===== src/rtl/hbfd_pkg.sv =====
// ----------------------------------------------------------------------------
// hbfd_pkg: shared types and codes for the heartbeat failure detector
// Word layouts for both channels, the table entry layout, operation,
// result, status and register codes, and register reset values.
// ----------------------------------------------------------------------------
package hbfd_pkg;

  // operation codes carried in the mode field
  localparam logic [2:0] MODE_ADD   = 3'd0;
  localparam logic [2:0] MODE_REM   = 3'd1;
  localparam logic [2:0] MODE_HBEAT = 3'd2;
  localparam logic [2:0] MODE_TICK  = 3'd3;
  localparam logic [2:0] MODE_RECOV = 3'd4;
  localparam logic [2:0] MODE_QUERY = 3'd5;
  localparam logic [2:0] MODE_LIST  = 3'd6;
  localparam logic [2:0] MODE_RSVD  = 3'd7;

  // result codes
  localparam logic [1:0] RES_OK      = 2'd0;
  localparam logic [1:0] RES_INVALID = 2'd1;
  localparam logic [1:0] RES_NOTFND  = 2'd2;
  localparam logic [1:0] RES_FULL    = 2'd3;

  // node status codes
  localparam logic [1:0] ST_ALIVE   = 2'd0;
  localparam logic [1:0] ST_SUSPECT = 2'd1;
  localparam logic [1:0] ST_DEAD    = 2'd2;
  localparam logic [1:0] ST_RECOV   = 2'd3;

  // configuration register indexes
  localparam logic [1:0] REG_TIMEOUT = 2'd0;
  localparam logic [1:0] REG_LIMIT   = 2'd1;
  localparam logic [1:0] REG_OWN_ID  = 2'd2;

  localparam logic [63:0] TIMEOUT_RST = 64'd5000;
  localparam logic [7:0]  LIMIT_RST   = 8'd3;
  localparam logic [63:0] OWN_ID_RST  = 64'd0;

  // most results one list operation reports
  localparam logic [4:0] RESULT_LIMIT = 5'd16;

  typedef struct packed {
    logic [2:0]  mode;
    logic [63:0] node_id;
    logic [63:0] now_ms;
  } in_word_t;

  typedef struct packed {
    logic [1:0]  result_code;
    logic [1:0]  node_status;
    logic [63:0] seen_ms;
    logic [7:0]  miss_count;
    logic [4:0]  alive_total;
    logic        dead_valid;
    logic [63:0] dead_node;
    logic        last;
  } out_word_t;

  // one table entry as stored in the RAM
  typedef struct packed {
    logic [63:0] id;
    logic [63:0] seen;
    logic [7:0]  misses;
    logic [1:0]  status;
  } entry_t;

endpackage


===== src/rtl/heartbeat_failure_detector.sv =====
// ----------------------------------------------------------------------------
// heartbeat_failure_detector: heartbeat timeout failure detector
// Ordered node table in a RAM, walked one entry per cycle (unless a list
// result stalls) by a small sequencer for lookup, timeout checks, compaction
// and dead-node lists.
//
//  channel  handshake                    word / data
//  -------  ---------------------------  ------------------------------------
//  in       in_valid_i  / in_ready_o     in_data_i   (mode, node_id, now_ms)
//  out      out_valid_o / out_ready_i    out_data_o  (one or more per item)
//  cfg      cfg_we_i (no wait)           cfg_idx_i, cfg_wdata_i
//
//  An item walks N table entries: up to the table fill for lookups, the
//  whole fill for tick and list. A remove then moves each later entry down
//  one place. The single table read port sets this pace. in_ready_o is
//  high only while no item is in work. Reset empties the table at once
//  (fill count cleared); there is no clearing pass. A stalled output holds
//  the walk only where a list result must wait.
//
module heartbeat_failure_detector #(
  parameter int MAX_NODES = 16
) (
  input  logic                 clk_i,
  input  logic                 rst_ni,
  input  logic                 in_valid_i,
  output logic                 in_ready_o,
  input  hbfd_pkg::in_word_t   in_data_i,
  output logic                 out_valid_o,
  input  logic                 out_ready_i,
  output hbfd_pkg::out_word_t  out_data_o,
  input  logic                 cfg_we_i,
  input  logic [1:0]           cfg_idx_i,
  input  logic [63:0]          cfg_wdata_i
);

  localparam int IW = (MAX_NODES > 1) ? $clog2(MAX_NODES) : 1;
  localparam int CW = $clog2(MAX_NODES + 1);
  localparam int EW = $bits(hbfd_pkg::entry_t);

  // sequencer states
  localparam logic [1:0] S_IDLE  = 2'd0;
  localparam logic [1:0] S_WALK  = 2'd1;
  localparam logic [1:0] S_SHIFT = 2'd2;
  localparam logic [1:0] S_RESP  = 2'd3;

  logic [1:0]          state_q, state_d;
  logic [2:0]          mode_q, mode_d;
  logic [63:0]         id_q, id_d;
  logic [63:0]         now_q, now_d;
  logic [63:0]         thr_q, thr_d;
  logic                thr_neg_q, thr_neg_d;
  logic [CW-1:0]       rd_ptr_q, rd_ptr_d;
  logic                rv_q, rv_d;
  logic [CW-1:0]       ridx_q, ridx_d;
  logic [CW-1:0]       cnt_q, cnt_d;
  logic [CW-1:0]       alive_q, alive_d;
  logic [4:0]          n_q, n_d;
  hbfd_pkg::out_word_t res_q, res_d;
  logic                out_valid_q, out_valid_d;
  hbfd_pkg::out_word_t out_q, out_d;
  logic [63:0]         timeout_q;
  logic [7:0]          limit_q;
  logic [63:0]         own_q;

  logic                ram_we;
  logic [IW-1:0]       ram_waddr;
  hbfd_pkg::entry_t    ram_wdata;
  logic                ram_re;
  logic [EW-1:0]       ram_rdata;
  hbfd_pkg::entry_t    rd_ent;

  logic                out_free;
  logic                out_load;
  hbfd_pkg::out_word_t out_next;
  logic                match;
  logic                walk_done;
  logic                list_emit;
  logic                stall;
  logic [7:0]          lim_eff;
  logic [7:0]          miss_inc;
  logic [1:0]          tick_status;
  logic                tick_hit;
  logic [64:0]         thr_full;

  // table storage
  hbfd_ram #(
    .WIDTH (EW),
    .DEPTH (MAX_NODES)
  ) u_table (
    .clk_i   (clk_i),
    .we_i    (ram_we),
    .waddr_i (ram_waddr),
    .wdata_i (ram_wdata),
    .re_i    (ram_re),
    .raddr_i (rd_ptr_q[IW-1:0]),
    .rdata_o (ram_rdata)
  );

  assign rd_ent    = hbfd_pkg::entry_t'(ram_rdata);
  assign match     = (rd_ent.id == id_q);
  assign walk_done = !rv_q && (rd_ptr_q >= cnt_q);
  assign out_free  = !out_valid_q || out_ready_i;

  // a list result that must leave now, and the stall when it cannot
  assign list_emit = (mode_q == hbfd_pkg::MODE_LIST) && rv_q &&
                     (rd_ent.status == hbfd_pkg::ST_DEAD) &&
                     (n_q != 5'd0) && (n_q < hbfd_pkg::RESULT_LIMIT);
  assign stall     = (state_q == S_WALK) && list_emit && !out_free;

  // tick threshold: elapsed > timeout  <=>  seen < now - timeout, now >= timeout
  assign thr_full = {1'b0, in_data_i.now_ms} - {1'b0, timeout_q};

  // timeout check for the entry in the read register
  assign lim_eff     = (limit_q == 8'd0) ? 8'd1 : limit_q;
  assign miss_inc    = (rd_ent.misses == 8'hFF) ? 8'hFF : rd_ent.misses + 8'd1;
  assign tick_status = (miss_inc >= lim_eff) ? hbfd_pkg::ST_DEAD : hbfd_pkg::ST_SUSPECT;
  assign tick_hit    = !thr_neg_q && (rd_ent.seen < thr_q) &&
                       (rd_ent.status != hbfd_pkg::ST_DEAD) &&
                       (rd_ent.status != hbfd_pkg::ST_RECOV) &&
                       (rd_ent.id != own_q);

  // sequencer
  always_comb begin
    state_d   = state_q;
    mode_d    = mode_q;
    id_d      = id_q;
    now_d     = now_q;
    thr_d     = thr_q;
    thr_neg_d = thr_neg_q;
    rd_ptr_d  = rd_ptr_q;
    rv_d      = rv_q;
    ridx_d    = ridx_q;
    cnt_d     = cnt_q;
    alive_d   = alive_q;
    n_d       = n_q;
    res_d     = res_q;
    ram_we    = 1'b0;
    ram_waddr = '0;
    ram_wdata = '0;
    ram_re    = 1'b0;
    out_load  = 1'b0;
    out_next  = '0;

    // pipelined table read, one entry per cycle unless a list result stalls
    if ((state_q == S_WALK) || (state_q == S_SHIFT)) begin
      if (!stall) begin
        if (rd_ptr_q < cnt_q) begin
          ram_re   = 1'b1;
          rd_ptr_d = rd_ptr_q + CW'(1);
          rv_d     = 1'b1;
          ridx_d   = rd_ptr_q;
        end else begin
          rv_d = 1'b0;
        end
      end
    end

    unique case (state_q)
      S_IDLE: begin
        if (in_valid_i) begin
          mode_d    = in_data_i.mode;
          id_d      = in_data_i.node_id;
          now_d     = in_data_i.now_ms;
          thr_d     = thr_full[63:0];
          thr_neg_d = thr_full[64];
          rd_ptr_d  = '0;
          rv_d      = 1'b0;
          n_d       = 5'd0;
          res_d     = '0;
          if (((in_data_i.mode == hbfd_pkg::MODE_REM) && (in_data_i.node_id == own_q)) ||
              (in_data_i.mode == hbfd_pkg::MODE_RSVD)) begin
            res_d.result_code = hbfd_pkg::RES_INVALID;
            state_d           = S_RESP;
          end else begin
            state_d = S_WALK;
          end
        end
      end

      S_WALK: begin
        if (mode_q == hbfd_pkg::MODE_TICK) begin
          // timeout check and write-back
          if (rv_q && tick_hit) begin
            ram_we           = 1'b1;
            ram_waddr        = ridx_q[IW-1:0];
            ram_wdata        = rd_ent;
            ram_wdata.misses = miss_inc;
            ram_wdata.status = tick_status;
            if (rd_ent.status == hbfd_pkg::ST_ALIVE) begin
              alive_d = alive_q - CW'(1);
            end
          end
          if (walk_done) begin
            state_d = S_RESP;
          end
        end else if (mode_q == hbfd_pkg::MODE_LIST) begin
          // hold one dead id back so the final one can carry last
          if (rv_q && !stall && (rd_ent.status == hbfd_pkg::ST_DEAD)) begin
            if (n_q == 5'd0) begin
              res_d.dead_node = rd_ent.id;
              n_d             = n_q + 5'd1;
            end else if (n_q < hbfd_pkg::RESULT_LIMIT) begin
              out_load             = 1'b1;
              out_next             = '0;
              out_next.alive_total = 5'(alive_q);
              out_next.dead_valid  = 1'b1;
              out_next.dead_node   = res_q.dead_node;
              res_d.dead_node      = rd_ent.id;
              n_d                  = n_q + 5'd1;
            end
          end
          if (walk_done) begin
            res_d.dead_valid = (n_q != 5'd0);
            state_d          = S_RESP;
          end
        end else begin
          // lookup for the single-node operations
          if (rv_q && match) begin
            state_d = S_RESP;
            unique case (mode_q)
              hbfd_pkg::MODE_REM: begin
                if (rd_ent.status == hbfd_pkg::ST_ALIVE) begin
                  alive_d = alive_q - CW'(1);
                end
                rd_ptr_d = ridx_q + CW'(1);
                rv_d     = 1'b0;
                state_d  = S_SHIFT;
              end
              hbfd_pkg::MODE_HBEAT: begin
                ram_we    = 1'b1;
                ram_waddr = ridx_q[IW-1:0];
                ram_wdata = '{id: id_q, seen: now_q, misses: 8'd0,
                              status: hbfd_pkg::ST_ALIVE};
                if (rd_ent.status != hbfd_pkg::ST_ALIVE) begin
                  alive_d = alive_q + CW'(1);
                end
              end
              hbfd_pkg::MODE_RECOV: begin
                ram_we           = 1'b1;
                ram_waddr        = ridx_q[IW-1:0];
                ram_wdata        = rd_ent;
                ram_wdata.status = hbfd_pkg::ST_RECOV;
                if (rd_ent.status == hbfd_pkg::ST_ALIVE) begin
                  alive_d = alive_q - CW'(1);
                end
              end
              hbfd_pkg::MODE_QUERY: begin
                res_d.node_status = rd_ent.status;
                res_d.seen_ms     = rd_ent.seen;
                res_d.miss_count  = rd_ent.misses;
              end
              default: begin
                // add of a known id changes nothing
              end
            endcase
          end else if (walk_done) begin
            state_d = S_RESP;
            if (mode_q == hbfd_pkg::MODE_ADD) begin
              if (cnt_q == CW'(MAX_NODES)) begin
                res_d.result_code = hbfd_pkg::RES_FULL;
              end else begin
                ram_we    = 1'b1;
                ram_waddr = cnt_q[IW-1:0];
                ram_wdata = '{id: id_q, seen: 64'd0, misses: 8'd0,
                              status: hbfd_pkg::ST_ALIVE};
                cnt_d     = cnt_q + CW'(1);
                alive_d   = alive_q + CW'(1);
              end
            end else begin
              res_d.result_code = hbfd_pkg::RES_NOTFND;
            end
          end
        end
      end

      S_SHIFT: begin
        // compaction: entry j moves to j-1
        if (rv_q) begin
          ram_we    = 1'b1;
          ram_waddr = IW'(ridx_q - CW'(1));
          ram_wdata = rd_ent;
        end
        if (walk_done) begin
          cnt_d   = cnt_q - CW'(1);
          state_d = S_RESP;
        end
      end

      S_RESP: begin
        if (out_free) begin
          out_load             = 1'b1;
          out_next             = res_q;
          out_next.alive_total = 5'(alive_q);
          out_next.last        = 1'b1;
          state_d              = S_IDLE;
        end
      end

      default: begin
        state_d = S_IDLE;
      end
    endcase

    // output register
    out_valid_d = out_valid_q && !out_ready_i;
    out_d       = out_q;
    if (out_load) begin
      out_valid_d = 1'b1;
      out_d       = out_next;
    end
  end

  assign in_ready_o  = (state_q == S_IDLE);
  assign out_valid_o = out_valid_q;
  assign out_data_o  = out_q;

  // control registers
  always_ff @(posedge clk_i or negedge rst_ni) begin
    if (!rst_ni) begin
      state_q     <= S_IDLE;
      rv_q        <= 1'b0;
      cnt_q       <= '0;
      alive_q     <= '0;
      out_valid_q <= 1'b0;
    end else begin
      state_q     <= state_d;
      rv_q        <= rv_d;
      cnt_q       <= cnt_d;
      alive_q     <= alive_d;
      out_valid_q <= out_valid_d;
    end
  end

  // configuration registers
  always_ff @(posedge clk_i or negedge rst_ni) begin
    if (!rst_ni) begin
      timeout_q <= hbfd_pkg::TIMEOUT_RST;
      limit_q   <= hbfd_pkg::LIMIT_RST;
      own_q     <= hbfd_pkg::OWN_ID_RST;
    end else if (cfg_we_i) begin
      unique case (cfg_idx_i)
        hbfd_pkg::REG_TIMEOUT: timeout_q <= cfg_wdata_i;
        hbfd_pkg::REG_LIMIT:   limit_q   <= cfg_wdata_i[7:0];
        hbfd_pkg::REG_OWN_ID:  own_q     <= cfg_wdata_i;
        default: begin
          // no register at this index
        end
      endcase
    end
  end

  // payload registers
  always_ff @(posedge clk_i) begin
    mode_q    <= mode_d;
    id_q      <= id_d;
    now_q     <= now_d;
    thr_q     <= thr_d;
    thr_neg_q <= thr_neg_d;
    rd_ptr_q  <= rd_ptr_d;
    ridx_q    <= ridx_d;
    n_q       <= n_d;
    res_q     <= res_d;
    out_q     <= out_d;
  end

`ifndef SYNTHESIS
  a_cnt_bound: assert property (@(posedge clk_i) disable iff (!rst_ni)
    cnt_q <= CW'(MAX_NODES))
    else $error("table fill beyond capacity");

  a_alive_bound: assert property (@(posedge clk_i) disable iff (!rst_ni)
    alive_q <= cnt_q)
    else $error("alive count exceeds table fill");

  a_busy_after_accept: assert property (@(posedge clk_i) disable iff (!rst_ni)
    in_valid_i && in_ready_o |=> !in_ready_o)
    else $error("ready high right after an accepted word");

  a_nonlast_list: assert property (@(posedge clk_i) disable iff (!rst_ni)
    out_valid_o && !out_data_o.last |-> mode_q == hbfd_pkg::MODE_LIST)
    else $error("non-final result outside list operation");
`endif

endmodule


===== src/rtl/hbfd_ram.sv =====
// ----------------------------------------------------------------------------
// hbfd_ram: generic simple dual-port RAM
// One write port, one read port with registered read data that holds
// its value while the read enable is low.
// ----------------------------------------------------------------------------
module hbfd_ram #(
  parameter int WIDTH = 8,
  parameter int DEPTH = 16
) (
  input  logic                                         clk_i,
  input  logic                                         we_i,
  input  logic [((DEPTH > 1) ? $clog2(DEPTH) : 1)-1:0] waddr_i,
  input  logic [WIDTH-1:0]                             wdata_i,
  input  logic                                         re_i,
  input  logic [((DEPTH > 1) ? $clog2(DEPTH) : 1)-1:0] raddr_i,
  output logic [WIDTH-1:0]                             rdata_o
);

  logic [WIDTH-1:0] mem_q [DEPTH];

  // write port
  always_ff @(posedge clk_i) begin
    if (we_i) begin
      mem_q[waddr_i] <= wdata_i;
    end
  end

  // registered read port
  always_ff @(posedge clk_i) begin
    if (re_i) begin
      rdata_o <= mem_q[raddr_i];
    end
  end

endmodule


===== config.mk =====
export PLATFORM = sky130hd
export DESIGN_NAME = heartbeat_failure_detector
export DESIGN_NICKNAME = d
export VERILOG_FILES = /design/src/rtl/hbfd_pkg.sv /design/src/rtl/heartbeat_failure_detector.sv /design/src/rtl/hbfd_ram.sv
export SDC_FILE = /design/constraint.sdc
export NUM_CORES = 2
export LEC_CHECK = 0
export BUFFER_PORTS_ARGS = -buffer_cell sky130_fd_sc_hd__clkbuf_2
export CAP_MARGIN = 20
export CORE_ASPECT_RATIO = 1.5
export CORE_MARGIN = 2
export CORE_UTILIZATION = 30
export CTS_CLUSTER_SIZE = 14
export DETAILED_ROUTE_END_ITERATION = 10
export GPL_TIMING_DRIVEN = 0
export HOLD_SLACK_MARGIN = 0.06
export PLACE_DENSITY = 0.5
export SLEW_MARGIN = 5
export SYNTH_ARGS = -nofsm -noshare
export SYNTH_HDL_FRONTEND = slang
export SYNTH_SLANG_ARGS = --single-unit

===== constraint.sdc =====
create_clock -name clk_i -period 20.4 [get_ports clk_i]
set_clock_uncertainty 0.05 [all_clocks]
set_input_delay 5.1 -clock clk_i [delete_from_list [all_inputs] [get_ports clk_i]]
set_output_delay 5.1 -clock clk_i [all_outputs]
set_load 0.03 [all_outputs]

Yosys cells after proc, flatten, opt, wreduce, memory -nomap -nowiden

Memories as Yosys holds them, arrays and structs flattened. A register that Yosys moved wholly into a read port is not among the register bits.
Cells that the tools add are included.

Input port bits: 202
Latch bits: 0
Memories kept: 1
Bits in read-only memories: 0
Register bits after elaboration: 649
Memory bits (writable): 2208
Logic and storage cells: 262

Multipliers: 0
Divide/modulo/power cells: 0
Equal/unequal tests: 41
Magnitude comparators: 5
Reduce and logical (&&, ||, !) cells: 52
Multiplexer cells: 122
Shifts and indexed selects: 0
Add/sub/neg operators: 10
Bitwise gates (word level): 1

Memories:

| name          | words | width | read ports | clocked after Yosys merged registers in | write ports | RTL line       | text |
|---|---|---|---|---|---|---|---|
| u_table.mem_q | 16    | 138   | 1          | 1                                       | 1           | hbfd_ram.sv:19 | `logic [WIDTH-1:0] mem_q [DEPTH];` |

Operators with widths:

| operator                                     | count |
|---|---|
| 2-to-1 mux 138 bit                           | 8 |
| case mux 138 bit (2 select lines)            | 2 |
| 2-to-1 mux 71 bit                            | 5 |
| 2-to-1 mux 147 bit                           | 2 |
| case mux 147 bit (2 select lines)            | 1 |
| 2-to-1 mux 64 bit                            | 3 |
| 2-to-1 mux 76 bit                            | 2 |
| case mux 76 bit (2 select lines)             | 1 |
| 2-to-1 mux 5 bit                             | 30 |
| 2-to-1 mux 74 bit                            | 2 |
| 2-to-1 mux 65 bit                            | 2 |
| case mux 65 bit (2 select lines)             | 1 |
| equality test 64 bit                         | 2 |
| subtractor 64 x 64 -> 65 bit                 | 1 |
| less-than comparator 64 bit                  | 1 |
| != test 64 bit                               | 1 |
| case mux 5 bit (2 select lines)              | 4 |
| 2-to-1 mux 4 bit                             | 9 |
| 2-to-1 mux 1 bit                             | 31 |
| adder 5 x 1 -> 5 bit (second input constant) | 5 |
| 2-to-1 mux 2 bit                             | 12 |
| != test 2 bit (second input constant)        | 11 |
| logical AND 1 bit                            | 17 |
| 2-to-1 mux 8 bit                             | 2 |
| 39 further kinds                             | 76 |

Longest topological paths before layout

Word-level depth: 15
Depth in mapped cells: 18

Hierarchy

From an unflattened synthesis, not the netlist that was laid out.

Cells, all modules: 6422
Area total of the unflattened synthesis: 120379.2 um2

Modules (own cells, without submodules):

| module                     | cells each | area an instance (um2) | instances |
|---|---|---|---|
| hbfd_ram                   | 3598       | 86999.7                | 1 |
| heartbeat_failure_detector | 2824       | 33379.5                | 1 |

Worst setup path before layout

No wires, ideal clock.

Path kind: input -> register
Start point: in out_ready_i
End point: reg u_table.rdata_o[0], read port of u_table.mem_q, enable pin
Required time: 19.517 ns
Setup slack: 4.058 ns
Arrival: 15.459 ns
Stages on the path: 3
Path through: nand2b_1 o21ai_0 nor3b_1

Word-level cells in the longest chain between the ends: 5

RTL lines:

| item               | RTL line                          | text |
|---|---|---|
| start: declaration | heartbeat_failure_detector.sv:29  | `input logic out_ready_i,` |
| logical OR 1 bit   | heartbeat_failure_detector.sv:102 | `assign out_free = !out_valid_q \|\| out_ready_i;` |
| zero test 1 bit    | heartbeat_failure_detector.sv:108 | `assign stall = (state_q == S_WALK) && list_emit && !out_free;` |
| logical AND 1 bit  | heartbeat_failure_detector.sv:108 |  |
| 2-to-1 mux 1 bit   | heartbeat_failure_detector.sv:146 | `if (!stall) begin` |
| 2-to-1 mux 1 bit   | heartbeat_failure_detector.sv:145 | `if ((state_q == S_WALK) \|\| (state_q == S_SHIFT)) begin` |
| via ram_re         | heartbeat_failure_detector.sv:68  | `logic ram_re;` |
| end: declaration   | hbfd_ram.sv:16                    | `output logic [WIDTH-1:0] rdata_o` |

The timed path passes the listed nets, and every way through them passes these cells.
A chain may end at the register's enable or synchronous reset.

Worst setup path after layout

Start point: in in_data_i[0] (netlist bit)
End point: reg thr_q[62], data pin

Word-level cells in the longest chain between the ends: 1

RTL lines:

| item                         | RTL line                          | text |
|---|---|---|
| start: declaration           | heartbeat_failure_detector.sv:27  | `input hbfd_pkg::in_word_t in_data_i,` |
| subtractor 64 x 64 -> 65 bit | heartbeat_failure_detector.sv:111 | `assign thr_full = {1'b0, in_data_i.now_ms} - {1'b0, timeout_q};` |
| via thr_full[62]             | heartbeat_failure_detector.sv:83  | `logic [64:0] thr_full;` |
| end signal: assignment       | heartbeat_failure_detector.sv:357 | `thr_q <= thr_d;` |
| end: declaration             | heartbeat_failure_detector.sv:50  | `logic [63:0] thr_q, thr_d;` |

The timed path passes the listed nets, and every way through them passes these cells.

==> results.txt <==
* Crit path required time: 21010 ps
* PostCTS Resize Cnt: 0
* Flip-flop and latch count after synthesis: 2995
* Primary flip-flop cell chosen by synthesis mapping: sky130_fd_sc_hd__edfxtp_1
* Wire length of the first global-routing pass: 574 mm
* Number of enable-type register cells in the synthesized netlist: 2840
- Of the cells placed in the final design, the portion with a size suffix greater than 1 is 0.264.
* Number of DRC violations after detailed-routing iteration 0: 7641
* Area growth syn-to-layout: 19.6%
- After routing, the total negative slack on setup checks comes to 0 ps.
- CTS placed an instance of sky130_fd_sc_hd__clkbuf_16 at the clock tree root.
* Element type at the critical path start: primary input
- Pin count of the biggest net entering global routing: 80
- The tool flagged a number of max-cap violations equal to 0.
- Period minus WS final: 9060 ps
- Summed over all nets, the switching power comes to 6770 µW.
* Count of pins over their slew limit: 0
* Post-Place Cells: 12200
* Net count of the mapped netlist: 6602
* Global route total overflow: 0
* Clk pwr share: 0.281
- In the final design database the tool counted 7612 nets.
- Io pins: 351
* Mean instance size in the synthesized netlist: 19.4 µm²
- Of all flip-flops after synthesis, the portion carrying an async set or reset was 0.0501.
- Overall Global Routing Usage: 0.205
- Ratio of routed vias to standard cells: 5.20
* H-tree levels: 5
- Clock buffer count from CTS: 306
- The worst register-to-register path begins at u_table.rdata_o[73]$_DFFE_PP_.
- After clock tree synthesis, the clock-pin slew on the worst setup and hold paths is 60 ps.
- In the final routed layout, each cell accounts on average for 33.2 µm.
- Die Wd: 522 µm
* Flop2flop setup slack: 11950 ps
- The tree built by TritonCTS fans out to 2995 sinks.
- Setup slack closes at 11340 ps.
- DIE HEIGHT: 781 µm
- Endpoint kind of the worst setup timing path: register
- Yosys top cell area share: 0.706
* Worst slew pin tran: 1210 ps
- Leakage power total: 0.0480 µW
* Final cycle utilization of the critical path: 0.444
- Initial core utilization: 0.301
- Launch point of the worst hold path: alive_q[4]$_DFFE_PN0P_
- Post-Syn Area: 121000 µm²
- Beginning of the critical path: in_data_i[0]
* Residual antenna-violating net count after detailed routing: 0
- The congestion estimate from routability-driven global placement came to 0.929.
- Setup repair after global routing left no endpoint under its margin.
- Syn Inst Count: 6243
- For this run, the number of standard cells in the final layout without fillers is 12800.
* Worst ir drop on vdd: 0.0000882 V
- Power density normalized to cell area: 140 nW/µm²
* Antenna violations before repair: 58
* Switching power share of the total: 0.334
- Counting distinct cell types in the post-synthesis netlist gives 81.
* Cell Rows: 285
- Leaving out fill and tap cells, the most frequent cells in the layout are sky130_fd_sc_hd__edfxtp_1 (2840), sky130_fd_sc_hd__mux4_2 (690), sky130_fd_sc_hd__clkbuf_2 (367), sky130_fd_sc_hd__clkbuf_16 (315), sky130_fd_sc_hd__nand2_1 (283).
- For this run, the share of the core covered by cells in the final layout is 0.360.
- The count of endpoints failing hold in the final timing report came to 0.
- Half-perimeter wire length after detailed placement: 315 mm
* Leading cell type in the layout, fill and taps excluded: sky130_fd_sc_hd__edfxtp_1
* Clk Latency, worst-skew pair: 940 ps
- The share of total power dissipated in sequential elements is 0.423.
- During synthesis, Yosys emitted a total of 0 warnings.
* Kind of critical path: in2reg
- Buffer levels on the longest clock path: 4
- Combinational share of power: 0.295
- Power Internal: 13500 µW
* Number of buffer cells added on primary ports: 350
- DRC violation count after routing: 0
* Total setup violations reported at the end of the flow: 0
- Run status: completed
* Vias post-DR: 66700
- The die covers 408000 µm².
- In this run the standard cell core region covers 402000 µm².
- Worst min path class: reg2reg
* Data arrival time of the worst path: 9670 ps
* Filler Cell Count: 37700
* Number of buffers inserted by hold repair at cts: 0
- The largest total area in the synthesized netlist belongs to sky130_fd_sc_hd__edfxtp_1.
- Number of buffers inserted by post-CTS setup repair: 0
- After synthesis, the cell types taking the most area are sky130_fd_sc_hd__edfxtp_1 (71%), sky130_fd_sc_hd__mux4_2 (13%), sky130_fd_sc_hd__dfrtp_1 (3.0%).
* Via count of the first global-routing pass: 67700
- Summing all flip-flop and latch instances after layout gives 89100 µm².
- Prior to clock tree synthesis, the placed netlist has a worst setup slack of 10650 ps.
* Wire length reported by the detailed router: 426 mm
* Maximum clock frequency: 0.110 GHz
- TritonCTS built the clock tree.
* Max-Slew Margin vs Limit: 0.182
- The share of the Yosys chip area taken by registers is 0.738.
- In this run the worst path has a maximum fanout of 6.
- The pre-antenna-repair detailed-routing pass consisted of 6 iterations.
* Area occupied by multi-input gates: 29900 µm²
## worst paths after layout
| kind | endpoint | cells past startpoint |
|---|---|---|
| setup / recovery | thr_q[62]$_DFFE_PP_ | 14 |
| hold / removal | alive_q[4]$_DFFE_PN0P_ | 1 |
| setup reg to reg | u_table.mem_q[0][124]$_DFFE_PP_ | 15 |
| hold reg to reg | alive_q[4]$_DFFE_PN0P_ | 1 |
| max in group asynchronous | timeout_q[49]$_DFFE_PN0P_ | 3 |
| min in group asynchronous | alive_q[4]$_DFFE_PN0P_ | 1 |
## layer usage
layer | vias to the layer above | global-route usage | part of all wire
met5 | - | 0 | 0.00015
met4 | 10 | 0.0733 | 0.038
met3 | 589 | 0.0315 | 0.068
met2 | 2828 | 0.348 | 0.50
met1 | 36100 | 0.263 | 0.40
li1 | 27200 | - | -
## metrics by stage
step                total power, µW  cell area, µm²  hold WS, ps
global route                  21000          145000          429
floorplan                     11800          121000          384
CTS                           20500          144000          424
finish                        20300          145000          420
global placement              14300          129000          402
detailed placement            14800          134000          414
## power by group through the flow
stage          clock network (µW)  registers [µW]  logic, µW
2_1_floorplan                   0            8550       3280
3_3_place_gp                    0            9000       5340
3_5_place_dp                    0            8710       6050
4_1_cts                      5820            8590       6060
5_1_grt                      6020            8610       6330
6_report                     5710            8590       5990
## sequential cells by signal, indices dropped and copies added (netlist names), 8 cells and up
register         cells
timeout_q           64
thr_q               64
id_q                64
u_table.mem_q     2208
own_q               64
out_data_o         147
res_q              141
limit_q              8
now_q               64
u_table.rdata_o    138
## synthesized netlist by cell type (8+ instances only)
| master | instances |
|---|---|
| sky130_fd_sc_hd__a32o_1 | 64 |
| sky130_fd_sc_hd__a21o_1 | 62 |
| sky130_fd_sc_hd__o22ai_1 | 15 |
| sky130_fd_sc_hd__and2_1 | 210 |
| sky130_fd_sc_hd__and3_1 | 93 |
| sky130_fd_sc_hd__o21a_1 | 19 |
| sky130_fd_sc_hd__nand2_1 | 283 |
| sky130_fd_sc_hd__o21bai_1 | 16 |
| sky130_fd_sc_hd__a2111oi_0 | 8 |
| sky130_fd_sc_hd__nor3_1 | 32 |
| sky130_fd_sc_hd__inv_1 | 220 |
| sky130_fd_sc_hd__a31oi_1 | 10 |
| sky130_fd_sc_hd__buf_1 | 62 |
| sky130_fd_sc_hd__clkbuf_1 | 225 |
| sky130_fd_sc_hd__nor2b_1 | 95 |
| sky130_fd_sc_hd__ha_1 | 155 |
| sky130_fd_sc_hd__a21oi_1 | 111 |
| sky130_fd_sc_hd__xnor2_1 | 114 |
| sky130_fd_sc_hd__o21ai_0 | 121 |
| sky130_fd_sc_hd__a22oi_1 | 68 |
| sky130_fd_sc_hd__mux2_2 | 75 |
| sky130_fd_sc_hd__dfrtp_1 | 143 |
| sky130_fd_sc_hd__edfxtp_1 | 2840 |
| sky130_fd_sc_hd__mux4_2 | 690 |
| sky130_fd_sc_hd__nand4_1 | 51 |
| sky130_fd_sc_hd__nand2b_1 | 22 |
| sky130_fd_sc_hd__nand3_1 | 37 |
| sky130_fd_sc_hd__nor4_1 | 37 |
| sky130_fd_sc_hd__xor2_1 | 118 |
| sky130_fd_sc_hd__nor3b_1 | 8 |
| sky130_fd_sc_hd__nor2_1 | 84 |
| sky130_fd_sc_hd__a211oi_1 | 12 |
## cell type report
| type | instances | area share |
|---|---|---|
| multi-input cells | 2731 | 0.207 |
| well taps | 5309 | 0.0459 |
| repair buffers | 702 | 0.0481 |
| inverters | 221 | 0.00574 |
| plain buffers | 296 | 0.00823 |
| clock inverters | 169 | 0.0118 |
| flip-flops and latches | 2995 | 0.617 |
| diodes | 15 | 0.000260 |
| clock buffers | 378 | 0.0566 |
## critical path, cell delays in order
cell and delay [ps]:
sky130_fd_sc_hd__clkbuf_2 90, sky130_fd_sc_hd__inv_1 40, sky130_fd_sc_hd__ha_1 210, sky130_fd_sc_hd__fa_1 410
sky130_fd_sc_hd__nor2b_1 180, sky130_fd_sc_hd__o31a_1 240, sky130_fd_sc_hd__o211a_1 290, sky130_fd_sc_hd__o21a_1 300
sky130_fd_sc_hd__o21ai_1 350, sky130_fd_sc_hd__o21ai_0 1050, sky130_fd_sc_hd__o221ai_1 450, sky130_fd_sc_hd__o21ai_0 550
sky130_fd_sc_hd__mux2i_1 280, sky130_fd_sc_hd__nand3_1 110
## logic make-up after synthesis
logic type                 Yosys count  share of synthesized area
AOI/OAI and AO/OA                  587                     0.0337
xor gates and xnor gates           232                     0.0168
adders and majority gates          157                     0.0164
buffers and inverters              517                     0.0165
DFF                               2995                      0.738
muxes                              770                      0.136
and+or+nand+nor                    985                     0.0432
(Power assumes the default switching activity.)
